--- src/hw/rtl/mmcr_pkg.sv ---
// Shared constants and types for the Mueller-Muller clock recovery block.
// Used by mmcr_ctrl, mmcr_dp and the top level; no dependencies.
package mmcr_pkg;

  localparam int unsigned HistoryDepth = 8;
  localparam int unsigned NewTap       = (HistoryDepth >= 2) ? HistoryDepth - 2 : 0;
  localparam int unsigned MaxSymbols   = 4;
  localparam int unsigned CntW         = $clog2(MaxSymbols + 1);

  localparam logic [22:0] OmegaMax = 23'h7FFFFF;
  localparam logic signed [19:0] OneQ14 = 20'sd16384;

  // Configuration register indexes
  localparam logic [2:0] RegComplexMode  = 3'd0;
  localparam logic [2:0] RegMuInitial    = 3'd1;
  localparam logic [2:0] RegOmegaInitial = 3'd2;
  localparam logic [2:0] RegOmegaGain    = 3'd3;
  localparam logic [2:0] RegMuGain       = 3'd4;
  localparam logic [2:0] RegOmegaLimit   = 3'd5;

  typedef enum logic [3:0] {
    ST_IDLE, ST_START, ST_MI, ST_MQ, ST_SQ, ST_EVAL,
    ST_LIM, ST_OG, ST_OUPD, ST_MU, ST_ADV, ST_EMIT
  } state_e;

  typedef enum logic [2:0] {
    MUL_INTI, MUL_INTQ, MUL_LIM, MUL_OG, MUL_MU
  } mul_op_e;

  typedef struct packed {
    logic    accept;
    logic    skip_dec;
    logic    start;
    logic    mul_en;
    mul_op_e mul_op;
    logic    lat_si;
    logic    lat_sq;
    logic    eval;
    logic    lat_lim;
    logic    om_upd;
    logic    adv;
    logic    emit;
  } cmd_t;

  typedef struct packed {
    logic skip_nz;
    logic tick_full;
    logic out_free;
    logic last;
  } status_t;

endpackage

--- src/hw/rtl/mmcr_ctrl.sv ---
// Sequencer for the clock recovery block: walks each symbol through the
// shared multiplier steps. Depends on mmcr_pkg.
module mmcr_ctrl import mmcr_pkg::*; (
  input  logic    clk_i,
  input  logic    rst_ni,
  input  logic    in_valid_i,
  output logic    in_ready_o,
  input  status_t status_i,
  output cmd_t    cmd_o
);

  state_e state_q, state_d;

  always_ff @(posedge clk_i or negedge rst_ni) begin
    if (!rst_ni) begin
      state_q <= ST_IDLE;
    end else begin
      state_q <= state_d;
    end
  end

  always_comb begin
    state_d = state_q;
    case (state_q)
      ST_IDLE:  if (in_valid_i) state_d = ST_START;
      ST_START: state_d = status_i.skip_nz ? ST_IDLE : ST_MI;
      ST_MI:    state_d = ST_MQ;
      ST_MQ:    state_d = ST_SQ;
      ST_SQ:    state_d = ST_EVAL;
      ST_EVAL:  state_d = status_i.tick_full ? ST_LIM : ST_MU;
      ST_LIM:   state_d = ST_OG;
      ST_OG:    state_d = ST_OUPD;
      ST_OUPD:  state_d = ST_MU;
      ST_MU:    state_d = ST_ADV;
      ST_ADV:   state_d = ST_EMIT;
      ST_EMIT: begin
        if (status_i.out_free) state_d = status_i.last ? ST_IDLE : ST_MI;
      end
      default:  state_d = ST_IDLE;
    endcase
  end

  always_comb begin
    cmd_o        = '0;
    cmd_o.mul_op = MUL_INTI;
    in_ready_o   = 1'b0;
    case (state_q)
      ST_IDLE: begin
        in_ready_o   = 1'b1;
        cmd_o.accept = in_valid_i;
      end
      ST_START: begin
        cmd_o.skip_dec = status_i.skip_nz;
        cmd_o.start    = 1'b1;
      end
      ST_MI: begin
        cmd_o.mul_en = 1'b1;
        cmd_o.mul_op = MUL_INTI;
      end
      ST_MQ: begin
        cmd_o.lat_si = 1'b1;
        cmd_o.mul_en = 1'b1;
        cmd_o.mul_op = MUL_INTQ;
      end
      ST_SQ:   cmd_o.lat_sq = 1'b1;
      ST_EVAL: cmd_o.eval = 1'b1;
      ST_LIM: begin
        cmd_o.mul_en = 1'b1;
        cmd_o.mul_op = MUL_LIM;
      end
      ST_OG: begin
        cmd_o.lat_lim = 1'b1;
        cmd_o.mul_en  = 1'b1;
        cmd_o.mul_op  = MUL_OG;
      end
      ST_OUPD: cmd_o.om_upd = 1'b1;
      ST_MU: begin
        cmd_o.mul_en = 1'b1;
        cmd_o.mul_op = MUL_MU;
      end
      ST_ADV:  cmd_o.adv = 1'b1;
      ST_EMIT: cmd_o.emit = status_i.out_free;
      default: ;
    endcase
  end

endmodule

--- src/hw/rtl/mmcr_dp.sv ---
// Datapath of the clock recovery block: history line, shared multiplier,
// loop state, configuration registers and output register. Uses mmcr_pkg.
module mmcr_dp import mmcr_pkg::*; (
  input  logic               clk_i,
  input  logic               rst_ni,
  input  cmd_t               cmd_i,
  output status_t            status_o,
  input  logic signed [15:0] sample_i_i,
  input  logic signed [15:0] sample_q_i,
  input  logic               cfg_valid_i,
  input  logic [2:0]         cfg_index_i,
  input  logic [22:0]        cfg_data_i,
  output logic               out_valid_o,
  input  logic               out_ready_i,
  output logic signed [15:0] symbol_i_o,
  output logic signed [15:0] symbol_q_o,
  output logic               last_of_run_o
);

  logic        complex_q;
  logic [15:0] freq_gain_q, mu_gain_q, limit_q;
  logic [22:0] omega_init_q;

  logic [31:0] hist_q [HistoryDepth];
  logic [15:0] frac_q;
  logic [22:0] step_q;
  logic [7:0]  skip_q;
  logic [2:0]  tick_q;
  logic [31:0] psym_q [2];
  logic [1:0]  pdec_q [2];
  logic signed [15:0] lastr_q;

  logic signed [42:0] prod_q;
  logic signed [15:0] si_q, sq_q, err_q;
  logic [22:0]        lim_q;
  logic               adv_pos_q;
  logic [7:0]         skip_cand_q;
  logic [CntW-1:0]    cnt_q;

  logic               out_valid_q, last_q;
  logic signed [15:0] sym_i_q, sym_q_q;

  // Sample pair
  logic signed [15:0] ai, aq, bi, bq;
  assign ai = hist_q[HistoryDepth-1][15:0];
  assign aq = hist_q[HistoryDepth-1][31:16];
  assign bi = hist_q[NewTap][15:0];
  assign bq = hist_q[NewTap][31:16];

  // Shared multiplier operands
  logic signed [16:0] di, dq;
  logic signed [24:0] ma;
  logic signed [17:0] mb;
  assign di = {bi[15], bi} - {ai[15], ai};
  assign dq = {bq[15], bq} - {aq[15], aq};

  always_comb begin
    ma = '0;
    mb = '0;
    case (cmd_i.mul_op)
      MUL_INTI: begin ma = 25'(di); mb = {2'b00, frac_q}; end
      MUL_INTQ: begin ma = 25'(dq); mb = {2'b00, frac_q}; end
      MUL_LIM:  begin ma = {2'b00, omega_init_q}; mb = {2'b00, limit_q}; end
      MUL_OG:   begin ma = 25'(err_q); mb = {2'b00, freq_gain_q}; end
      MUL_MU:   begin ma = 25'(err_q); mb = {2'b00, mu_gain_q}; end
      default: ;
    endcase
  end

  // Interpolation finish: a*65536 + (b-a)*mu + half, floor shift
  logic signed [33:0] isum;
  logic signed [15:0] asel;
  assign asel = cmd_i.lat_si ? ai : aq;
  assign isum = {{2{asel[15]}}, asel, 16'h0000} + prod_q[33:0] + 34'sd32768;

  // Timing error
  logic signed [19:0] si_x, sq_x, lr_x, p1i, p1q, p2i, p2q;
  logic signed [19:0] ti, tq, dti, dtq, err_raw, err_cl;
  logic [1:0]         c0, c1, c2;
  assign si_x = 20'(si_q);
  assign sq_x = 20'(sq_q);
  assign lr_x = 20'(lastr_q);
  assign p1i  = 20'($signed(psym_q[0][15:0]));
  assign p1q  = 20'($signed(psym_q[0][31:16]));
  assign p2i  = 20'($signed(psym_q[1][15:0]));
  assign p2q  = 20'($signed(psym_q[1][31:16]));
  assign c0   = {sq_q > 16'sd0, si_q > 16'sd0};
  assign c1   = pdec_q[0];
  assign c2   = pdec_q[1];

  always_comb begin
    ti  = c1[0] ? si_x - p2i : '0;
    tq  = c1[1] ? sq_x - p2q : '0;
    dti = (c0[0] && !c2[0]) ? p1i : ((!c0[0] && c2[0]) ? -p1i : '0);
    dtq = (c0[1] && !c2[1]) ? p1q : ((!c0[1] && c2[1]) ? -p1q : '0);
    if (complex_q) begin
      err_raw = ti + tq - (dti + dtq);
    end else begin
      err_raw = (lr_x < 0 ? -si_x : si_x) - (si_x < 0 ? -lr_x : lr_x);
    end
    if (err_raw > OneQ14) err_cl = OneQ14;
    else if (err_raw < -OneQ14) err_cl = -OneQ14;
    else err_cl = err_raw;
  end

  // Gain term: round half up of product / 16384
  logic signed [32:0] gsum;
  logic signed [18:0] gterm;
  assign gsum  = prod_q[32:0] + 33'sd8192;
  assign gterm = gsum[32:14];

  // Omega update
  logic signed [25:0] om, dev, limx, om2, om_sat;
  always_comb begin
    om   = {3'b000, step_q} + 26'(gterm);
    dev  = om - {3'b000, omega_init_q};
    limx = {3'b000, lim_q};
    if (dev > limx) dev = limx;
    else if (dev < -limx) dev = -limx;
    om2 = {3'b000, omega_init_q} + dev;
    if (om2 < 0) om_sat = '0;
    else if (om2 > {3'b000, OmegaMax}) om_sat = {3'b000, OmegaMax};
    else om_sat = om2;
  end

  // Phase advance
  logic signed [25:0] total;
  assign total = {10'b0, frac_q} + {3'b000, step_q} + 26'(gterm);

  logic out_free;
  assign out_free = !out_valid_q || out_ready_i;

  assign status_o.skip_nz   = skip_q != '0;
  assign status_o.tick_full = tick_q >= 3'd4;
  assign status_o.out_free  = out_free;
  assign status_o.last      = adv_pos_q || (cnt_q == CntW'(MaxSymbols - 1));

  // Control-type state
  always_ff @(posedge clk_i or negedge rst_ni) begin
    if (!rst_ni) begin
      complex_q    <= 1'b1;
      omega_init_q <= 23'd131072;
      freq_gain_q  <= 16'd16;
      mu_gain_q    <= 16'd2000;
      limit_q      <= 16'd328;
      frac_q       <= 16'd32768;
      step_q       <= 23'd131072;
      skip_q       <= '0;
      tick_q       <= '0;
      lastr_q      <= '0;
      psym_q[0]    <= '0;
      psym_q[1]    <= '0;
      pdec_q[0]    <= '0;
      pdec_q[1]    <= '0;
      cnt_q        <= '0;
      out_valid_q  <= 1'b0;
      for (int k = 0; k < HistoryDepth; k++) hist_q[k] <= '0;
    end else begin
      if (cfg_valid_i) begin
        case (cfg_index_i)
          RegComplexMode:  complex_q <= cfg_data_i[0];
          RegMuInitial:    frac_q    <= cfg_data_i[15:0];
          RegOmegaInitial: begin
            omega_init_q <= cfg_data_i;
            step_q       <= cfg_data_i;
          end
          RegOmegaGain:    freq_gain_q  <= cfg_data_i[15:0];
          RegMuGain:       mu_gain_q    <= cfg_data_i[15:0];
          RegOmegaLimit:   limit_q      <= cfg_data_i[15:0];
          default: ;
        endcase
      end
      if (cmd_i.accept) begin
        for (int k = HistoryDepth - 1; k > 0; k--) hist_q[k] <= hist_q[k-1];
        hist_q[0] <= {sample_q_i, sample_i_i};
      end
      if (cmd_i.skip_dec) skip_q <= skip_q - 8'd1;
      if (cmd_i.start) cnt_q <= '0;
      if (cmd_i.eval) begin
        if (complex_q) begin
          psym_q[1] <= psym_q[0];
          psym_q[0] <= {sq_q, si_q};
          pdec_q[1] <= pdec_q[0];
          pdec_q[0] <= c0;
        end else begin
          lastr_q <= si_q;
        end
        if (tick_q < 3'd4) tick_q <= tick_q + 3'd1;
      end
      if (cmd_i.om_upd) begin
        step_q <= om_sat[22:0];
        tick_q <= '0;
      end
      if (cmd_i.adv) frac_q <= total[15:0];
      if (cmd_i.emit) begin
        out_valid_q <= 1'b1;
        cnt_q       <= cnt_q + CntW'(1);
        if (adv_pos_q) skip_q <= skip_cand_q;
      end else if (out_ready_i) begin
        out_valid_q <= 1'b0;
      end
    end
  end

  // Payload registers
  always_ff @(posedge clk_i) begin
    if (cmd_i.mul_en) prod_q <= ma * mb;
    if (cmd_i.lat_si) si_q <= isum[31:16];
    if (cmd_i.lat_sq) sq_q <= isum[31:16];
    if (cmd_i.eval) err_q <= err_cl[15:0];
    if (cmd_i.lat_lim) lim_q <= prod_q[38:16];
    if (cmd_i.adv) begin
      adv_pos_q   <= !total[25] && (total[25:16] != '0);
      skip_cand_q <= total[23:16] - 8'd1;
    end
    if (cmd_i.emit) begin
      sym_i_q <= si_q;
      sym_q_q <= complex_q ? sq_q : 16'sd0;
      last_q  <= status_o.last;
    end
  end

  assign out_valid_o   = out_valid_q;
  assign symbol_i_o    = sym_i_q;
  assign symbol_q_o    = sym_q_q;
  assign last_of_run_o = last_q;

endmodule

--- src/hw/rtl/mueller_muller_clock_recovery.sv ---
// Mueller-Muller symbol clock recovery, Q1.14 samples in, symbols out.
// Steps: start, then per symbol interpolate I and Q, latch Q, evaluate, on every fifth symbol
// limit, omega gain and omega update, then mu, advance and emit, via one 25x18 multiplier.
// The input stays closed until a sample's last symbol is emitted or a skipped one passes start;
// output stalls hold the sequencer in its emit step. Up to 4 symbols per sample.
// Reset (async, active low) restores register defaults and the loop state; payload registers are not reset.
module mueller_muller_clock_recovery import mmcr_pkg::*; (
  input  logic               clk_i,
  input  logic               rst_ni,
  input  logic               in_valid_i,
  output logic               in_ready_o,
  input  logic signed [15:0] sample_i_i,
  input  logic signed [15:0] sample_q_i,
  output logic               out_valid_o,
  input  logic               out_ready_i,
  output logic signed [15:0] symbol_i_o,
  output logic signed [15:0] symbol_q_o,
  output logic               last_of_run_o,
  input  logic               cfg_valid_i,
  output logic               cfg_ready_o,
  input  logic [2:0]         cfg_index_i,
  input  logic [22:0]        cfg_data_i
);

  cmd_t    cmd;
  status_t status;

  // Configuration must be written only while idle; the block does not enforce this and always takes the request.
  assign cfg_ready_o = 1'b1;

  // Sequencer: one request at a time, steps the datapath per symbol.
  mmcr_ctrl u_ctrl (
    .clk_i      (clk_i),
    .rst_ni     (rst_ni),
    .in_valid_i (in_valid_i),
    .in_ready_o (in_ready_o),
    .status_i   (status),
    .cmd_o      (cmd)
  );

  // Datapath: history line, multiplier, loop filters, output register.
  mmcr_dp u_dp (
    .clk_i         (clk_i),
    .rst_ni        (rst_ni),
    .cmd_i         (cmd),
    .status_o      (status),
    .sample_i_i    (sample_i_i),
    .sample_q_i    (sample_q_i),
    .cfg_valid_i   (cfg_valid_i),
    .cfg_index_i   (cfg_index_i),
    .cfg_data_i    (cfg_data_i),
    .out_valid_o   (out_valid_o),
    .out_ready_i   (out_ready_i),
    .symbol_i_o    (symbol_i_o),
    .symbol_q_o    (symbol_q_o),
    .last_of_run_o (last_of_run_o)
  );

  // Never overwrite a symbol that still waits to be taken.
  a_emit_free: assert property (@(posedge clk_i) disable iff (!rst_ni)
    cmd.emit |-> (!out_valid_o || out_ready_i))
    else $error("symbol loaded over a pending one");

  // The final symbol of a run frees the input side next cycle.
  a_last_idle: assert property (@(posedge clk_i) disable iff (!rst_ni)
    (cmd.emit && status.last) |=> in_ready_o)
    else $error("input not released after final symbol");

  // An accepted request keeps the input closed while it is worked on.
  a_busy: assert property (@(posedge clk_i) disable iff (!rst_ni)
    (in_valid_i && in_ready_o) |=> !in_ready_o)
    else $error("input reopened during a request");

endmodule

--- config.mk ---
export PLATFORM = sky130hd
export DESIGN_NAME = mueller_muller_clock_recovery
export DESIGN_NICKNAME = d
export VERILOG_FILES = /design/src/hw/rtl/mmcr_pkg.sv /design/src/hw/rtl/mmcr_ctrl.sv /design/src/hw/rtl/mmcr_dp.sv /design/src/hw/rtl/mueller_muller_clock_recovery.sv
export SDC_FILE = /design/constraint.sdc
export NUM_CORES = 2
export LEC_CHECK = 0
export ABC_AREA = 0
export BUFFER_PORTS_ARGS = -buffer_cell sky130_fd_sc_hd__clkbuf_2
export CAP_MARGIN = 20
export CORE_ASPECT_RATIO = 1.75
export CORE_UTILIZATION = 30
export DETAILED_ROUTE_END_ITERATION = 8
export PLACE_DENSITY = 0.48
export SLEW_MARGIN = 10
export SYNTH_ARGS = -nofsm -noshare
export SYNTH_HDL_FRONTEND = slang
export SYNTH_SLANG_ARGS = --single-unit
export TNS_END_PERCENT = 1
--- constraint.sdc ---
create_clock -name clk_i -period 13.07 [get_ports clk_i]
set_input_delay 0.6535 -clock clk_i [delete_from_list [all_inputs] [get_ports clk_i]]
set_output_delay 0.6535 -clock clk_i [all_outputs]
set_load 0.005 [all_outputs]
# Word-level counts from Yosys, hierarchy flattened
# Index checks and enable logic that the tools add are counted.
[totals] out_inout_bits=36 inputBits=63 register_bits=622 wordCells=188
[op_classes] reduce_logical=40 addsub=25 muxes=50 eq_ne=23 bitwise=1 magnitude_cmp=12 multipliers=1
[ops] cell="two-way mux 20 bit" n=9
[ops] cell="two-way mux 23 bit" n=5
[ops] cell="case mux 25 bit (4 select lines)" n=1
[ops] cell="two-way mux 16 bit" n=5
[ops] cell="subtractor 16 x 16 -> 17 bit" n=4
[ops] cell="case mux 16 bit (4 select lines)" n=1
[ops] cell="two-way mux 26 bit" n=2
[ops] cell="case mux 4 bit (12 select lines)" n=1
[ops] cell="adder 20 bit" n=2
[ops] cell="negator 16 -> 20 bit" n=2
[ops] cell="negator 20 bit" n=2
[ops] cell="subtractor 20 bit" n=2
[ops] cell="multiplier 25 x 17 -> 39 bit" n=1
[ops] cell="adder 33 x 14 -> 33 bit (second input constant)" n=1
[ops] cell="adder 32 x 16 -> 32 bit (second input constant)" n=1
[ops] cell="adder 32 bit" n=1
[ops] cell="greater-than comparator 16 x 1 -> 1 bit (second input constant)" n=2
[ops] cell="less-than comparator 16 x 1 -> 1 bit (second input constant)" n=2
[ops] cell="adder 23 x 26 -> 26 bit" n=1
[ops] cell="adder 25 x 19 -> 26 bit" n=1
[ops] cell="greater-than comparator 26 x 23 -> 1 bit (second input constant)" n=1
[ops] cell="greater-than comparator 26 x 24 -> 1 bit" n=1
[ops] cell="less-than comparator 26 x 1 -> 1 bit (second input constant)" n=1
[ops] cell="less-than comparator 26 bit" n=1
[ops] cell="36 further kinds" n=102

# Depth between registers and ports, before layout
[logic_depth] word_depth=11 mapped_depth=53 mapped_depth_nobuf=49

# By module
# From an unflattened synthesis, not the netlist that was laid out.
[unflattened] hier_cells=5310 hier_area_um2=52043.7
[modules_own_cells] module="mmcr_dp" area_each_um2=51620.8 seq_area_each_um2=15852.7 cells_per_inst=5258 n_inst=1
[modules_own_cells] module="mmcr_ctrl" area_each_um2=411.6 seq_area_each_um2=100.1 cells_per_inst=50 n_inst=1
[modules_own_cells] module="mueller_muller_clock_recovery" area_each_um2=11.3 seq_area_each_um2=0.0 cells_per_inst=2 n_inst=1

# Worst setup path after synthesis
# Ideal clock, no wire load.
[synth_path] path_type="register to register" from="register u_dp.prod_q[17]" to="register u_dp.step_q[14]" synth_period_minus_slack_ns=10.182 arrival_ns=10.117 n_path_buf=4 setup_ns=0.065 stages_incl_launch_ff=52 path_slack_ns=2.888 required_ns=13.005 cell_sequence="edfxtp_1 -> and3_1 -> nand3_1 -> nor2_1 -> nand3_1 -> xnor2_1 -> ha_1 -> clkbuf_1 -> nand4_1 -> a211oi_1 -> a211o_1 -> and2_1 -> nand2_1 -> nand2_1 -> a21o_1 -> a21o_1 -> a21o_1 -> a21oi_1 -> (+16 left out) -> clkbuf_1 -> o21ai_0 -> o31ai_1 -> ha_1 -> fa_1 -> a21o_1 -> a21oi_1 -> o21a_1 -> o311ai_0 -> nand4_1 -> nor3_1 -> or3_1 -> o41a_1 -> a41o_1 -> a32o_1 -> o21ai_4 -> buf_6 -> o211a_1"
[synth_between] elab_chain_cells=11 word_cells_on_any_way=13 classes_between="4 x add/sub; 4 x order compare; 5 x mux"
[synth_rtl] element="from (decl)" line="mmcr_dp.sv:33" text="logic signed [42:0] prod_q;"
[synth_rtl] element="from (signal assigned)" line="mmcr_dp.sv:207" text="if (cmd_i.mul_en) prod_q <= ma * mb;"
[synth_rtl] element="adder 33 x 14 -> 33 bit *" line="mmcr_dp.sv:109" text="assign gsum = prod_q[32:0] + 33'sd8192;"
[synth_rtl] element="adder 24 x 19 -> 25 bit *" line="mmcr_dp.sv:115" text="om = {3'b000, step_q} + 26'(gterm);"
[synth_rtl] element="subtractor 26 x 23 -> 26 bit *" line="mmcr_dp.sv:116" text="dev = om - {3'b000, omega_init_q};"
[synth_rtl] element="less-than comparator 26 bit" line="mmcr_dp.sv:119" text="else if (dev < -limx) dev = -limx;"
[synth_rtl] element="two-way mux 26 bit" line="mmcr_dp.sv:119"
[synth_rtl] element="two-way mux 26 bit *" line="mmcr_dp.sv:118" text="if (dev > limx) dev = limx;"
[synth_rtl] element="adder 23 x 26 -> 26 bit *" line="mmcr_dp.sv:120" text="om2 = {3'b000, omega_init_q} + dev;"
[synth_rtl] element="greater-than comparator 26 x 23 -> 1 bit" line="mmcr_dp.sv:122" text="else if (om2 > {3'b000, OmegaMax}) om_sat = {3'b000, OmegaMax};"
[synth_rtl] element="two-way mux 23 bit" line="mmcr_dp.sv:122"
[synth_rtl] element="two-way mux 23 bit *" line="mmcr_dp.sv:121" text="if (om2 < 0) om_sat = '0;"
[synth_rtl] element="two-way mux 23 bit *" line="mmcr_dp.sv:190" text="if (cmd_i.om_upd) begin"
[synth_rtl] element="to (signal assigned)" line="mmcr_dp.sv:165" text="step_q <= cfg_data_i;"
[synth_rtl] element="to (signal assigned)" line="mmcr_dp.sv:191" text="step_q <= om_sat[22:0];"
[synth_rtl] element="to (decl)" line="mmcr_dp.sv:26" text="logic [22:0] step_q;"
# Every way passes the cells marked *; elsewhere a longest branch is shown, timed or not.
# A chain may end at the register's enable or synchronous reset.

# Worst setup path after layout
[layout_path] from="register u_dp.prod_q[13]" to="register u_dp.step_q[11]"
# Same word-level chain as after synthesis.

==> results.py <==
metrics = {
    "floorplanning": {
        "die-width_um": 316,
        "floorplan.core_area_um2": 171000,
        "fp.dieArea_um2": 174000,
        "initial_utilization_pct": 30.2,
        "count_of_pins_on_the_block_boundary": 99,
        "die_y_um": 551,
        "placementRows": 201,
    },
    "synth": {
        "ys_types": 88,
        "synth_top_family_by_area": "adder cells",
        "synth.ff_latch_count": 609,
        "synth_ff_type": "sky130_fd_sc_hd__dfrtp_1",
        "post_synth_fa_ha_maj_area_fraction_pct": 25.4,
        "syn-num-nets": 6125,
        "netlist_top_cells_count": "sky130_fd_sc_hd__inv_1, sky130_fd_sc_hd__nand2_1, sky130_fd_sc_hd__dfrtp_1",
        "synthMuxAreaShare_pct": 8.78,
        "synth-simple-area-share_pct": 12.5,
        "yosysTopAreaCellShare_pct": 22.0,
        "synth_area_leaders": "sky130_fd_sc_hd__dfrtp_1, sky130_fd_sc_hd__fa_1, sky130_fd_sc_hd__ha_1, sky130_fd_sc_hd__mux2_2, sky130_fd_sc_hd__edfxtp_1",
        "synth-xor-area-share_pct": 4.77,
        "synthesis.yosys.warnings": 0,
        "post-synth-top-count-cell": "sky130_fd_sc_hd__inv_1",
        "syn-instance-count": 5260,
        "synth_area_um2": 51800,
        "synth_compound_area_share_pct": 11.8,
        "post-synth-top-area-cell": "sky130_fd_sc_hd__dfrtp_1",
        "synth-seq-area-share_pct": 30.8,
        "synth_edf_count": 139,
        "syn_area_per_cell_um2": 9.84,
        "ys_async_sr_fraction_pct": 77.2,
    },
    "place": {
        "port_buffers": 97,
        "placed_instance_area_um2": 55100,
        "gp_congestion": 0.937,
        "dpl_worst_slack_ns": 0.914,
        "place.detailed.hpwl_um": 139000,
    },
    "global_routing": {
        "grt_pass1_wl_um": 256000,
        "maximum_number_of_pins_on_one_net_before_global_route_repair": 198,
        "global_route.overflow_total": 0,
        "vias_in_the_first_global_route": 41313,
        "antenna_found_initial": 9,
        "track_usage_pct": 19.8,
    },
    "drt": {
        "antenna_violating_nets_post_route": 0,
        "initialDrtViolationCount": 2190,
        "post_drt_via_cell_ratio": 5.06,
        "detail_routed_net_length_per_standard_cell_um": 22.3,
        "totalWireLength_um": 170000,
        "routed-via-count": 38650,
        "dr_drc_count": 0,
        "drtPass1Iterations": 9,
    },
    "setup_path": {
        "crit_path_start_kind": "register",
        "cp_data_arrival_time_ns": 12.62,
        "critPathSlowestCell": "sky130_fd_sc_hd__o41ai_1",
        "criticalPathCategory": "register to register",
        "critical_path_peak_fanout": 23,
        "cp_slowest_stage_delay_ns": 0.66,
        "path_common_cell": "sky130_fd_sc_hd__a21oi_1",
        "critical_path.endpoint_type": "register",
        "data_required_time_of_the_worst_path_ns": 13.60,
    },
    "outcome": {
        "status": "complete, no violations",
    },
    "timing": {
        "totalNegativeSetupSlack_ns": 0,
        "finalMaxSlewViolations": 0,
        "slack_of_the_critical_path_ns": 0.981,
        "final.period_utilization_pct": 92.5,
        "clock.fmax_mhz": 82.7,
        "max_slew.worst_pin.slew_ns": 1.20,
        "fin_hold_ws_ns": 0.218,
        "final_hold_viol_count": 0,
        "clock-skew-final_ns": 0.0456,
        "setup_viol_count_final": 0,
        "timing.slew.headroom_pct": 19.7,
        "layout_min_cycle_time_ns": 12.09,
        "grt_setup_unrepaired": "false",
    },
    "clock_network": {
        "clkSinkCount": 609,
        "clock_insertion_delay_worst_skew_ns": 0.68,
        "cts.path.max_buffers": 3,
        "cts.repair_timing.setup_buffer_count": 0,
        "cts.clk_slew.worst_paths_ns": 0.06,
        "cts_buffers": 66,
        "clock_root_buffer": "sky130_fd_sc_hd__clkbuf_16",
        "ctsHtreeMaxLevel": 3,
        "clock_tree_from_tritoncts": "built",
    },
    "layout": {
        "drive_gt1_share_pct": 13.7,
        "finalNetCount": 6209,
        "area_growth_syn_to_layout_pct": 11.1,
        "num-fill-cells": 17509,
        "final_cell_area_um2": 57500,
    },
    "job": {
        "drv_cap": 0,
    },
    "worst_hold_path": {
        "min_path_type": "input pin to register",
    },
}
-- area by class of cell --
cell class | count | area [um^2] | area share [%]
Multi-Input combinational cell | 3842 | 32800 | 57.1
Sequential cell | 609 | 16000 | 27.7
Tap cell | 2233 | 2790 | 4.86
Inverter | 634 | 2380 | 4.14
Clock buffer | 87 | 1820 | 3.17
Timing Repair Buffer | 191 | 1240 | 2.16
Clock inverter | 34 | 487 | 0.846
Antenna cell | 7 | 17.5 | 0.0305
-- kinds of logic after synthesis --
kind of cell	count (synthesis)
other	1
buffers and inverters	809
AND/OR/NAND/NOR	1402
AO/OA/AOI/OAI	951
XOR/XNOR	278
multiplexers	407
adder cells (fa/ha/maj)	803
flip-flops	609
-- critical path: cells and delay by family, from the launching register on --
| family | cells | cell delay [ns] |
|---|---|---|
| AOI/OAI and AO/OA | 26 | 6.24 |
| adders and majority gates | 6 | 2.01 |
| and+or+nand+nor | 9 | 1.44 |
| buffers and inverters | 4 | 0.94 |
| xor gates and xnor gates | 3 | 0.92 |
| DFF | 1 | 0.37 |
-- per-stage QoR --
stage | util (%) | std cells
2_1_floorplan | - | 5260
3_3_place_gp | 32.2 | 7502
3_5_place_dp | 32.2 | 7502
4_1_cts | 33.5 | 7624
5_1_grt | 33.6 | 7632
6_report | 33.6 | 7637
-- path summary, 6_finish.rpt --
kind | from | endpoint | slack [ns] | depth (start not counted)
min in group asynchronous | rst_ni | u_dp.hist_q[247]$_DFFE_PN0P_ | 0.57 | 2
max in group asynchronous | rst_ni | u_dp.freq_gain_q[6]$_DFFE_PN0P_ | 10.26 | 4
worst min register to register | u_dp.prod_q[33]$_DFFE_PN_ | u_dp.lim_q[17]$_DFFE_PP_ | 0.41 | 0
worst max register to register | u_dp.prod_q[13]$_DFFE_PN_ | u_dp.step_q[11]$_DFFE_PN0P_ | 0.98 | 48
worst min-delay path | sample_i_i[14] | u_dp.hist_q[238]$_DFFE_PN0P_ | 0.22 | 2
worst max-delay path | u_dp.prod_q[13]$_DFFE_PN_ | u_dp.step_q[11]$_DFFE_PN0P_ | 0.98 | 48
-- state kept, by name, indices dropped and copies added, names as in the netlist, 23 cells and up --
signal,flops
u_dp.step_q,23
u_dp.hist_q,192
u_dp.omega_init_q,23
u_dp.prod_q,26
u_dp.lim_q,23
-- layout by cell type (no fill, tap or decap), types with 26 or more instances in the layout --
| cell type | instances |
|---|---|
| sky130_fd_sc_hd__inv_1 | 632 |
| sky130_fd_sc_hd__nand2_1 | 602 |
| sky130_fd_sc_hd__dfrtp_1 | 456 |
| sky130_fd_sc_hd__fa_1 | 412 |
| sky130_fd_sc_hd__ha_1 | 390 |
| sky130_fd_sc_hd__mux2_2 | 377 |
| sky130_fd_sc_hd__nor2_1 | 294 |
| sky130_fd_sc_hd__a21oi_1 | 284 |
| sky130_fd_sc_hd__o21ai_0 | 226 |
| sky130_fd_sc_hd__xnor2_1 | 198 |
| sky130_fd_sc_hd__edfxtp_1 | 139 |
| sky130_fd_sc_hd__clkbuf_2 | 97 |
| sky130_fd_sc_hd__buf_4 | 86 |
| sky130_fd_sc_hd__xor2_1 | 77 |
| sky130_fd_sc_hd__nand3_1 | 71 |
| sky130_fd_sc_hd__nor3_1 | 70 |
| sky130_fd_sc_hd__clkbuf_16 | 67 |
| sky130_fd_sc_hd__a21o_1 | 64 |
| sky130_fd_sc_hd__and2_1 | 53 |
| sky130_fd_sc_hd__or3_1 | 51 |
| sky130_fd_sc_hd__o21a_1 | 45 |
| sky130_fd_sc_hd__nor2b_1 | 44 |
| sky130_fd_sc_hd__nand2b_1 | 43 |
| sky130_fd_sc_hd__and3_1 | 32 |
| sky130_fd_sc_hd__mux2i_1 | 30 |
| sky130_fd_sc_hd__a211oi_1 | 29 |
| sky130_fd_sc_hd__o211ai_1 | 27 |
| sky130_fd_sc_hd__o31ai_1 | 27 |
| sky130_fd_sc_hd__nor3b_1 | 27 |
| sky130_fd_sc_hd__o21bai_1 | 26 |
-- metal layers --
layer  GRT usage (%)  part of all wire, %
met1            18.5                   33
met3            2.35                  3.0
met2            38.2                   54
met5               0                0.020
met4            15.7                  9.2
-- timing repair --
action | in CTS | in global routing
endpoints found under the setup margin | 0 | 23
gates resized for setup | 0 | 1
hold endpoints to repair | 59 | 0
hold buffers | 1 | 0
Power is left out: the tool's default activity adds up to more than one toggle a clock period on the data nets, which glitch-free logic cannot reach.
